[config.mk]
export PLATFORM = sky130hd
export DESIGN_NAME = checked_integer_alu_with_power
export DESIGN_NICKNAME = d
export VERILOG_FILES = /design/src/hw/rtl/cia_pkg.sv /design/src/hw/rtl/checked_integer_alu_with_power.sv
export SDC_FILE = /design/constraint.sdc
export NUM_CORES = 2
export LEC_CHECK = 0
export CAP_MARGIN = 20
export CORE_ASPECT_RATIO = 0.6
export CORE_MARGIN = 5
export CORE_UTILIZATION = 40
export DETAILED_ROUTE_END_ITERATION = 7
export DONT_BUFFER_PORTS = 1
export HOLD_SLACK_MARGIN = 0.06
export MAX_ROUTING_LAYER = met4
export PLACE_DENSITY = 0.51
export SYNTH_ARGS = -nofsm -noshare
export SYNTH_HDL_FRONTEND = slang
export SYNTH_SLANG_ARGS = --single-unit
[constraint.sdc]
create_clock -name clk -period 21.3 [get_ports clk]
set_input_delay 4.26 -clock clk [delete_from_list [all_inputs] [get_ports clk]]
set_output_delay 4.26 -clock clk [all_outputs]
set_load 0.02 [all_outputs]
[src/hw/rtl/cia_pkg.sv]
`timescale 1ns / 1ps
package cia_pkg;
  localparam int DataWidth = 64;
  localparam int CntW = 7;

  localparam logic [4:0] K_MUL = 5'd0;
  localparam logic [4:0] K_EQ = 5'd1;
  localparam logic [4:0] K_NE = 5'd2;
  localparam logic [4:0] K_LT = 5'd3;
  localparam logic [4:0] K_LE = 5'd4;
  localparam logic [4:0] K_GT = 5'd5;
  localparam logic [4:0] K_GE = 5'd6;
  localparam logic [4:0] K_AND = 5'd7;
  localparam logic [4:0] K_OR = 5'd8;
  localparam logic [4:0] K_XOR = 5'd9;
  localparam logic [4:0] K_MOD = 5'd10;
  localparam logic [4:0] K_ADD = 5'd11;
  localparam logic [4:0] K_SUB = 5'd12;
  localparam logic [4:0] K_NEG = 5'd13;
  localparam logic [4:0] K_NOT = 5'd14;
  localparam logic [4:0] K_POW = 5'd15;
  localparam logic [4:0] K_IDIV = 5'd16;
  localparam logic [4:0] K_DIV = 5'd17;

  localparam logic [1:0] ST_INT = 2'd0;
  localparam logic [1:0] ST_UNDEF = 2'd1;
  localparam logic [1:0] ST_FLOAT = 2'd2;
  localparam logic [1:0] ST_DIVZ = 2'd3;

  typedef enum logic [5:0] {
    S_IDLE = 6'b000001,
    S_DIV  = 6'b000010,
    S_MUL  = 6'b000100,
    S_POW  = 6'b001000,
    S_FIN  = 6'b010000,
    S_OUT  = 6'b100000
  } state_t;
endpackage

[src/hw/rtl/checked_integer_alu_with_power.sv]
`timescale 1ns / 1ps
// Checked 64-bit signed integer ALU.
// The input channel carries one operation per beat: tdata holds kind [4:0],
// operand_a [68:5], operand_b [132:69], a_undefined [133], b_undefined [134].
// The result channel carries one beat per input beat: tdata holds value
// [63:0] and status [65:64].
// Logic operations, compares, add, subtract and negate are registered into the
// result beat on acceptance. Multiply and divide each run a 64-step add/shift
// loop on shared registers and then a finish step. Power does one multiply on
// the shared shift-add multiplier for each one bit of the exponent and one
// square for each bit below the top one; the exponent sets its run time.
// One item is in flight at a time: in_tready is low from acceptance until the
// result beat is taken, and the next beat is accepted in the next cycle at the
// earliest. A stalled receiver holds the result beat stable.
// Reset clears the sequencer and drops out_tvalid; no result is pending.
module checked_integer_alu_with_power (
  input  logic         clk,
  input  logic         rst_n,
  input  logic         in_tvalid,
  output logic         in_tready,
  // kind, operand_a, operand_b, a_undefined, b_undefined
  input  logic [135:0] in_tdata,
  output logic         out_tvalid,
  input  logic         out_tready,
  // value, status
  output logic [71:0]  out_tdata
);
  import cia_pkg::*;

  state_t state_r, state_nxt;
  logic [4:0]  kind_r;
  logic [63:0] a_r, b_r, acc_r, x_r, y_r, base_r, e_r, res_r;
  logic [64:0] hi_r;
  logic        ovf_r, neg_r, phase_r;
  logic [CntW-1:0] cnt_r;
  logic [63:0] val_r;
  logic [1:0]  st_r;

  logic [4:0]  kind_i;
  logic [63:0] a_i, b_i;
  logic        ua_i, ub_i;
  assign kind_i = in_tdata[4:0];
  assign a_i = in_tdata[68:5];
  assign b_i = in_tdata[132:69];
  assign ua_i = in_tdata[133];
  assign ub_i = in_tdata[134];

  assign in_tready = (state_r == S_IDLE);
  assign out_tvalid = (state_r == S_OUT);
  assign out_tdata = {6'd0, st_r, val_r};

  logic [63:0] ma, mb, sum, dif;
  logic [64:0] trial;
  logic        lt_ab, lt_ba;
  assign ma = a_i[63] ? -a_i : a_i;
  assign mb = b_i[63] ? -b_i : b_i;
  assign sum = a_i + b_i;
  assign dif = a_i - b_i;
  assign lt_ab = $signed(a_i) < $signed(b_i);
  assign lt_ba = $signed(b_i) < $signed(a_i);
  // Divide trial subtraction.
  assign trial = {hi_r[63:0], acc_r[63]} - {1'b0, y_r};

  logic [127:0] mprod;
  logic [64:0]  madd;
  assign madd = {1'b0, hi_r[63:0]} + {1'b0, (x_r[0] ? y_r : 64'd0)};

  always_ff @(posedge clk) begin
    if (!rst_n) begin
      state_r <= S_IDLE;
    end else begin
      state_r <= state_nxt;
    end
  end

  always_comb begin
    state_nxt = state_r;
    unique case (state_r)
      S_IDLE: if (in_tvalid) begin
        if (ua_i || ub_i || kind_i > K_DIV) state_nxt = S_OUT;
        else if (kind_i == K_MUL) state_nxt = S_MUL;
        else if ((kind_i == K_MOD || kind_i == K_IDIV || kind_i == K_DIV) && b_i != 0)
          state_nxt = S_DIV;
        else if (kind_i == K_POW && !b_i[63] && b_i != 0) state_nxt = S_POW;
        else state_nxt = S_OUT;
      end
      S_DIV, S_MUL: if (cnt_r == CntW'(DataWidth - 1)) state_nxt = S_FIN;
      S_POW: if (e_r == 0 && !phase_r && cnt_r == 0) state_nxt = S_FIN;
      S_FIN: state_nxt = S_OUT;
      S_OUT: if (out_tready) state_nxt = S_IDLE;
      default: state_nxt = S_IDLE;
    endcase
  end

  assign mprod = {hi_r[63:0], x_r};

  always_ff @(posedge clk) begin
    unique case (state_r)
      S_IDLE: if (in_tvalid) begin
        kind_r <= kind_i; a_r <= a_i; b_r <= b_i;
        cnt_r <= '0; hi_r <= '0; ovf_r <= 1'b0;
        neg_r <= a_i[63] ^ b_i[63];
        val_r <= '0; st_r <= ST_INT;
        acc_r <= ma; x_r <= ma; y_r <= mb;
        base_r <= a_i; e_r <= b_i; res_r <= 64'd1; phase_r <= 1'b0;
        if (kind_i == K_EQ || kind_i == K_NE) begin
          val_r <= {64{((kind_i == K_EQ) == ((ua_i && ub_i) ||
                    (!ua_i && !ub_i && a_i == b_i)))}};
        end else if (kind_i >= K_LT && kind_i <= K_GE) begin
          if (!ua_i && !ub_i)
            val_r <= {64{(kind_i == K_LT) ? lt_ab : (kind_i == K_LE) ? !lt_ba :
                      (kind_i == K_GT) ? lt_ba : !lt_ab}};
        end else if (kind_i == K_NOT) begin
          val_r <= ua_i ? '1 : ~a_i;
        end else if (kind_i == K_NEG) begin
          if (ua_i) st_r <= ST_UNDEF;
          else if (a_i == {1'b1, 63'd0}) st_r <= ST_FLOAT;
          else val_r <= -a_i;
        end else if (kind_i > K_DIV || ua_i || ub_i) begin
          st_r <= ST_UNDEF;
        end else begin
          unique case (kind_i)
            K_AND: val_r <= a_i & b_i;
            K_OR: val_r <= a_i | b_i;
            K_XOR: val_r <= a_i ^ b_i;
            K_ADD: if ((a_i[63] == b_i[63]) && (sum[63] != a_i[63])) st_r <= ST_FLOAT;
                   else val_r <= sum;
            K_SUB: if ((a_i[63] != b_i[63]) && (dif[63] != a_i[63])) st_r <= ST_FLOAT;
                   else val_r <= dif;
            K_POW: if (a_i == 0 && b_i == 0) st_r <= ST_UNDEF;
                   else if (b_i[63]) begin
                     if (a_i == 0) val_r <= '0;
                     else if (a_i == 64'd1) val_r <= 64'd1;
                     else st_r <= ST_FLOAT;
                   end else val_r <= 64'd1;
            K_MOD, K_IDIV, K_DIV: if (b_i == 0) st_r <= ST_DIVZ;
            default: ;
          endcase
        end
      end
      S_DIV: begin
        if (!trial[64]) hi_r <= {1'b0, trial[63:0]};
        else hi_r <= {1'b0, hi_r[62:0], acc_r[63]};
        acc_r <= {acc_r[62:0], ~trial[64]};
        cnt_r <= cnt_r + 1'b1;
      end
      S_MUL: begin
        hi_r <= {1'b0, madd[64:1]};
        x_r <= {madd[0], x_r[63:1]};
        cnt_r <= cnt_r + 1'b1;
      end
      S_POW: begin
        // Shift-add multiply of x_r by y_r, low 64 bits in x_r at the end.
        if (cnt_r != 0 || phase_r) begin
          hi_r <= {1'b0, madd[64:1]};
          x_r <= {madd[0], x_r[63:1]};
          cnt_r <= cnt_r + 1'b1;
          if (cnt_r == CntW'(DataWidth - 1)) begin
            cnt_r <= '0;
            phase_r <= 1'b0;
            if (ovf_r) res_r <= {madd[0], x_r[63:1]};
            else base_r <= {madd[0], x_r[63:1]};
          end
        end else if (e_r != 0) begin
          // ovf_r selects the multiply: 1 for result*base, 0 for base*base.
          hi_r <= '0; phase_r <= 1'b1;
          if (e_r[0]) begin
            x_r <= res_r; y_r <= base_r; ovf_r <= 1'b1; e_r[0] <= 1'b0;
          end else begin
            x_r <= base_r; y_r <= base_r; ovf_r <= 1'b0; e_r <= e_r >> 1;
          end
        end
      end
      S_FIN: begin
        if (kind_r == K_POW) val_r <= res_r;
        else if (kind_r == K_MUL) begin
          if (hi_r[63:0] != 0 || mprod[63:0] > {1'b0, {63{1'b1}}} + {63'd0, neg_r})
            st_r <= ST_FLOAT;
          else val_r <= neg_r ? -mprod[63:0] : mprod[63:0];
        end else if (kind_r == K_MOD) begin
          val_r <= a_r[63] ? -hi_r[63:0] : hi_r[63:0];
        end else if (kind_r == K_DIV && hi_r[63:0] != 0) begin
          st_r <= ST_FLOAT;
        end else if (a_r == {1'b1, 63'd0} && b_r == '1) begin
          st_r <= ST_FLOAT;
        end else begin
          val_r <= neg_r ? -acc_r : acc_r;
        end
      end
      default: ;
    endcase
  end
endmodule

==> results by group <==
Route
  • ANT nets after route: 0
  • DR vias: 58200
  • DRT Wirelength: 295 mm
  • Drc violations: 0
  • Vias per cell: 6.59
  • Iter 0 DRT Violations: 9260
  • Avg WL per Cell: 33.5 µm
  • Drt pass-1 iters: 7

Pwr
  • Peak VDD IR: 0.0548 mV
  • Power Total: 4.72 mW
  • Static leakage: 24.1 nW
  • Pwr dens: 73.4 nW/µm²

CTS
  • CTS buffer count: 73
  • Longest Clk Path Bufs: 3
  • Clock transition at path regs: 0.06 ns
  • Post-CTS Setup Repair Bufs: 0
  • CTS Hold Bufs: 0
  • Clk Latency, worst-skew pair: 0.72 ns
  • CTS tree: yes
  • Root buf cell: clkbuf_16
  • Clock sinks: 663
  • H-tree lvl count: 3
  • Resize count post-CTS: 0

Global routing
  • First-pass GRT wire length: 409 mm
  • Vias in the first global route: 52000
  • Largest net degree at the start of global routing: 182
  • Total grt overflow: 0
  • Total track usage: 37.1%
  • Initial antenna violation count: 14

STA
  • Hold_ws: 0.547 ns
  • Setup TNS: 0 ns
  • Fin crit share: 48.1%
  • Fmax: 97.6 MHz
  • Worst Tran Pin Value: 1.32 ns
  • Hold Fails Final Rpt: 0
  • Setup slack after layout: 11.06 ns
  • Worst rel slew slack: 12.1%
  • RSZ-0062 raised after global routing: false
  • Final Critical Period: 10.24 ns
  • Clk_skew: 0.0459 ns
  • Slew Limit Fails: 0
  • Final setup vio count: 0

Hold path
  • Hold Startpoint: state_r[1]$_SDFFE_PN0P_
  • Hold path depth: 2
  • WHS Endpoint: state_r[1]$_SDFFE_PN0P_
  • Hold Crit Class: flop to flop

Floorplan
  • Starting Density: 40.4%
  • Die ar.: 157000 µm²
  • Site Rows: 109
  • Io pins: 214
  • Die Wd: 508 µm
  • Die Span Y: 309 µm
  • Core Box Area: 148000 µm²

Setup path
  • Worst setup path class: input pin to flop
  • FF-to-FF path depth: 17
  • Arrival time at the worst endpoint: 10.62 ns
  • Reg2Reg Setup Slack: 14.68 ns
  • R2r startpoint: acc_r[63]$_DFFE_PP_
  • Reg2reg end: hi_r[29]$_DFFE_PP_
  • Critical path data required time: 21.68 ns
  • Startpoint Class: input pin
  • Highest net fanout along the worst path: 30
  • CP endpoint kind: flop

Synth
  • Synth async-reset ratio: 0%
  • Post-synth EDFFs: 657
  • Seq/Total Area, Yosys: 33.3%
  • FF+latch count, synth: 663
  • Mapped Area: 59600 µm²
  • Synth cell types: 95
  • Top FF cell, synth: edfxtp_1
  • Post-Syn Instances: 6964
  • Syn avg cell area: 8.56 µm²
  • Ys Warns: 0

Final layout
  • Highest-count cells in the layout ignoring fill and taps: 660 x a21oi_1, 657 x edfxtp_1, 617 x o21ai_0
  • Commonest non-fill, non-tap cell in the layout: a21oi_1
  • Final instance area: 64300 µm²
  • Final Util: 43.5%
  • Register area: 19800 µm²
  • Final nets: 7358
  • Multi-input combinational cell area: 37200 µm²
  • Final cell count without fillers: 8831
  • Fillcell total: 14800
  • Layout area overhead: 7.87%
  • Layout cells sized above 1: 6.41%

Place
  • Cells after DPL: 8672
  • Dpl ws: 10.90 ns
  • Final HPWL DP: 231 mm
  • Post-DP Area: 61800 µm²
  • Port Buffer Count: 0
  • Routability cong.: 1.04

Flow run
  • Max-cap violations: 0

Run status
  • Status: complete, no violations
metal layers:
| layer | wire [µm] | share of wire, % | vias to the layer above | GRT usage (%) |
|---|---|---|---|---|
| met4 | 9800 | 3.3 | 0 | 10.4 |
| met3 | 35200 | 12 | 427 | 10.8 |
| li1 | - | - | 25700 | - |
| met5 | 0 | 0 | - | - |
| met2 | 117000 | 40 | 3363 | 49.8 |
| met1 | 134000 | 45 | 28700 | 53.6 |
cells by family after synthesis:
kind of cell    after synthesis  share of synthesized area, %
buf+inv                     755                          4.83
mux                         112                          1.98
simple gates               2060                          17.0
other cells                   1                       0.00629
flops                       663                          33.3
fa+ha+maj                   462                          9.75
xor+xnor                    480                          7.05
compound gates             2431                          26.1
flip-flops by register name, summed over array words and instances (netlist names), 64 cells and up:
signal / flops
val_r: 64
acc_r: 64
base_r: 64
y_r: 64
b_r: 64
x_r: 64
a_r: 64
hi_r: 64
e_r: 64
res_r: 64
layout make-up:
class	count	share of cell area (%)
multi-input cells	5551	57.8
inverters	333	1.95
diodes	20	0.0778
clock inverters	52	0.932
well taps	1998	3.89
clock buffers	80	2.88
flip-flops and latches	663	30.9
repair buffers	134	1.59
worst max path at each step:
stage | from | endpoint | cells past startpoint
3_3_place_gp | in_tdata[45] | val_r[44]$_DFFE_PP_ | 15
5_1_grt | in_tdata[45] | val_r[23]$_DFFE_PP_ | 14
2_1_floorplan | in_tvalid | e_r[10]$_DFFE_PP_ | 4
4_1_cts | in_tdata[45] | val_r[44]$_DFFE_PP_ | 15
6_report | in_tdata[45] | val_r[44]$_DFFE_PP_ | 15
3_5_place_dp | in_tdata[45] | val_r[44]$_DFFE_PP_ | 15
cells in the mapped netlist, types with 93 or more instances:
cell	number	area [µm²]
a21oi_1	663	3320
edfxtp_1	657	19700
o21ai_0	618	3090
nand2_1	586	2200
nor2_1	522	1960
ha_1	458	5730
clkbuf_1	367	1380
xnor2_1	348	3050
inv_1	327	1230
a21o_1	210	1580
nor3_1	132	661
xor2_1	132	1160
nand4_1	129	807
nand3_1	128	641
o31ai_1	118	886
nor4_1	98	613
a221oi_1	93	815
power breakdown:
part | switching (mW) | internal, mW | total [mW]
combinational | 1.04 | 0.533 | 1.57
clock | 0.627 | 0.750 | 1.38
sequential | 0.154 | 1.62 | 1.77
total | 1.82 | 2.90 | 4.72
worst max-delay path, cell delays in order:
cell	delay [ns]
clkinv_1	0.36
ha_1	0.70
inv_1	0.24
a21oi_1	0.23
o31ai_1	0.18
a2111oi_0	1.00
o221ai_1	0.40
a211oi_2	0.52
mux2i_2	0.15
buf_4	0.24
nand2_2	0.41
buf_4	0.57
o221ai_1	0.19
a222oi_1	0.71
o211ai_1	0.33
Power figures use the tool's default switching activity.
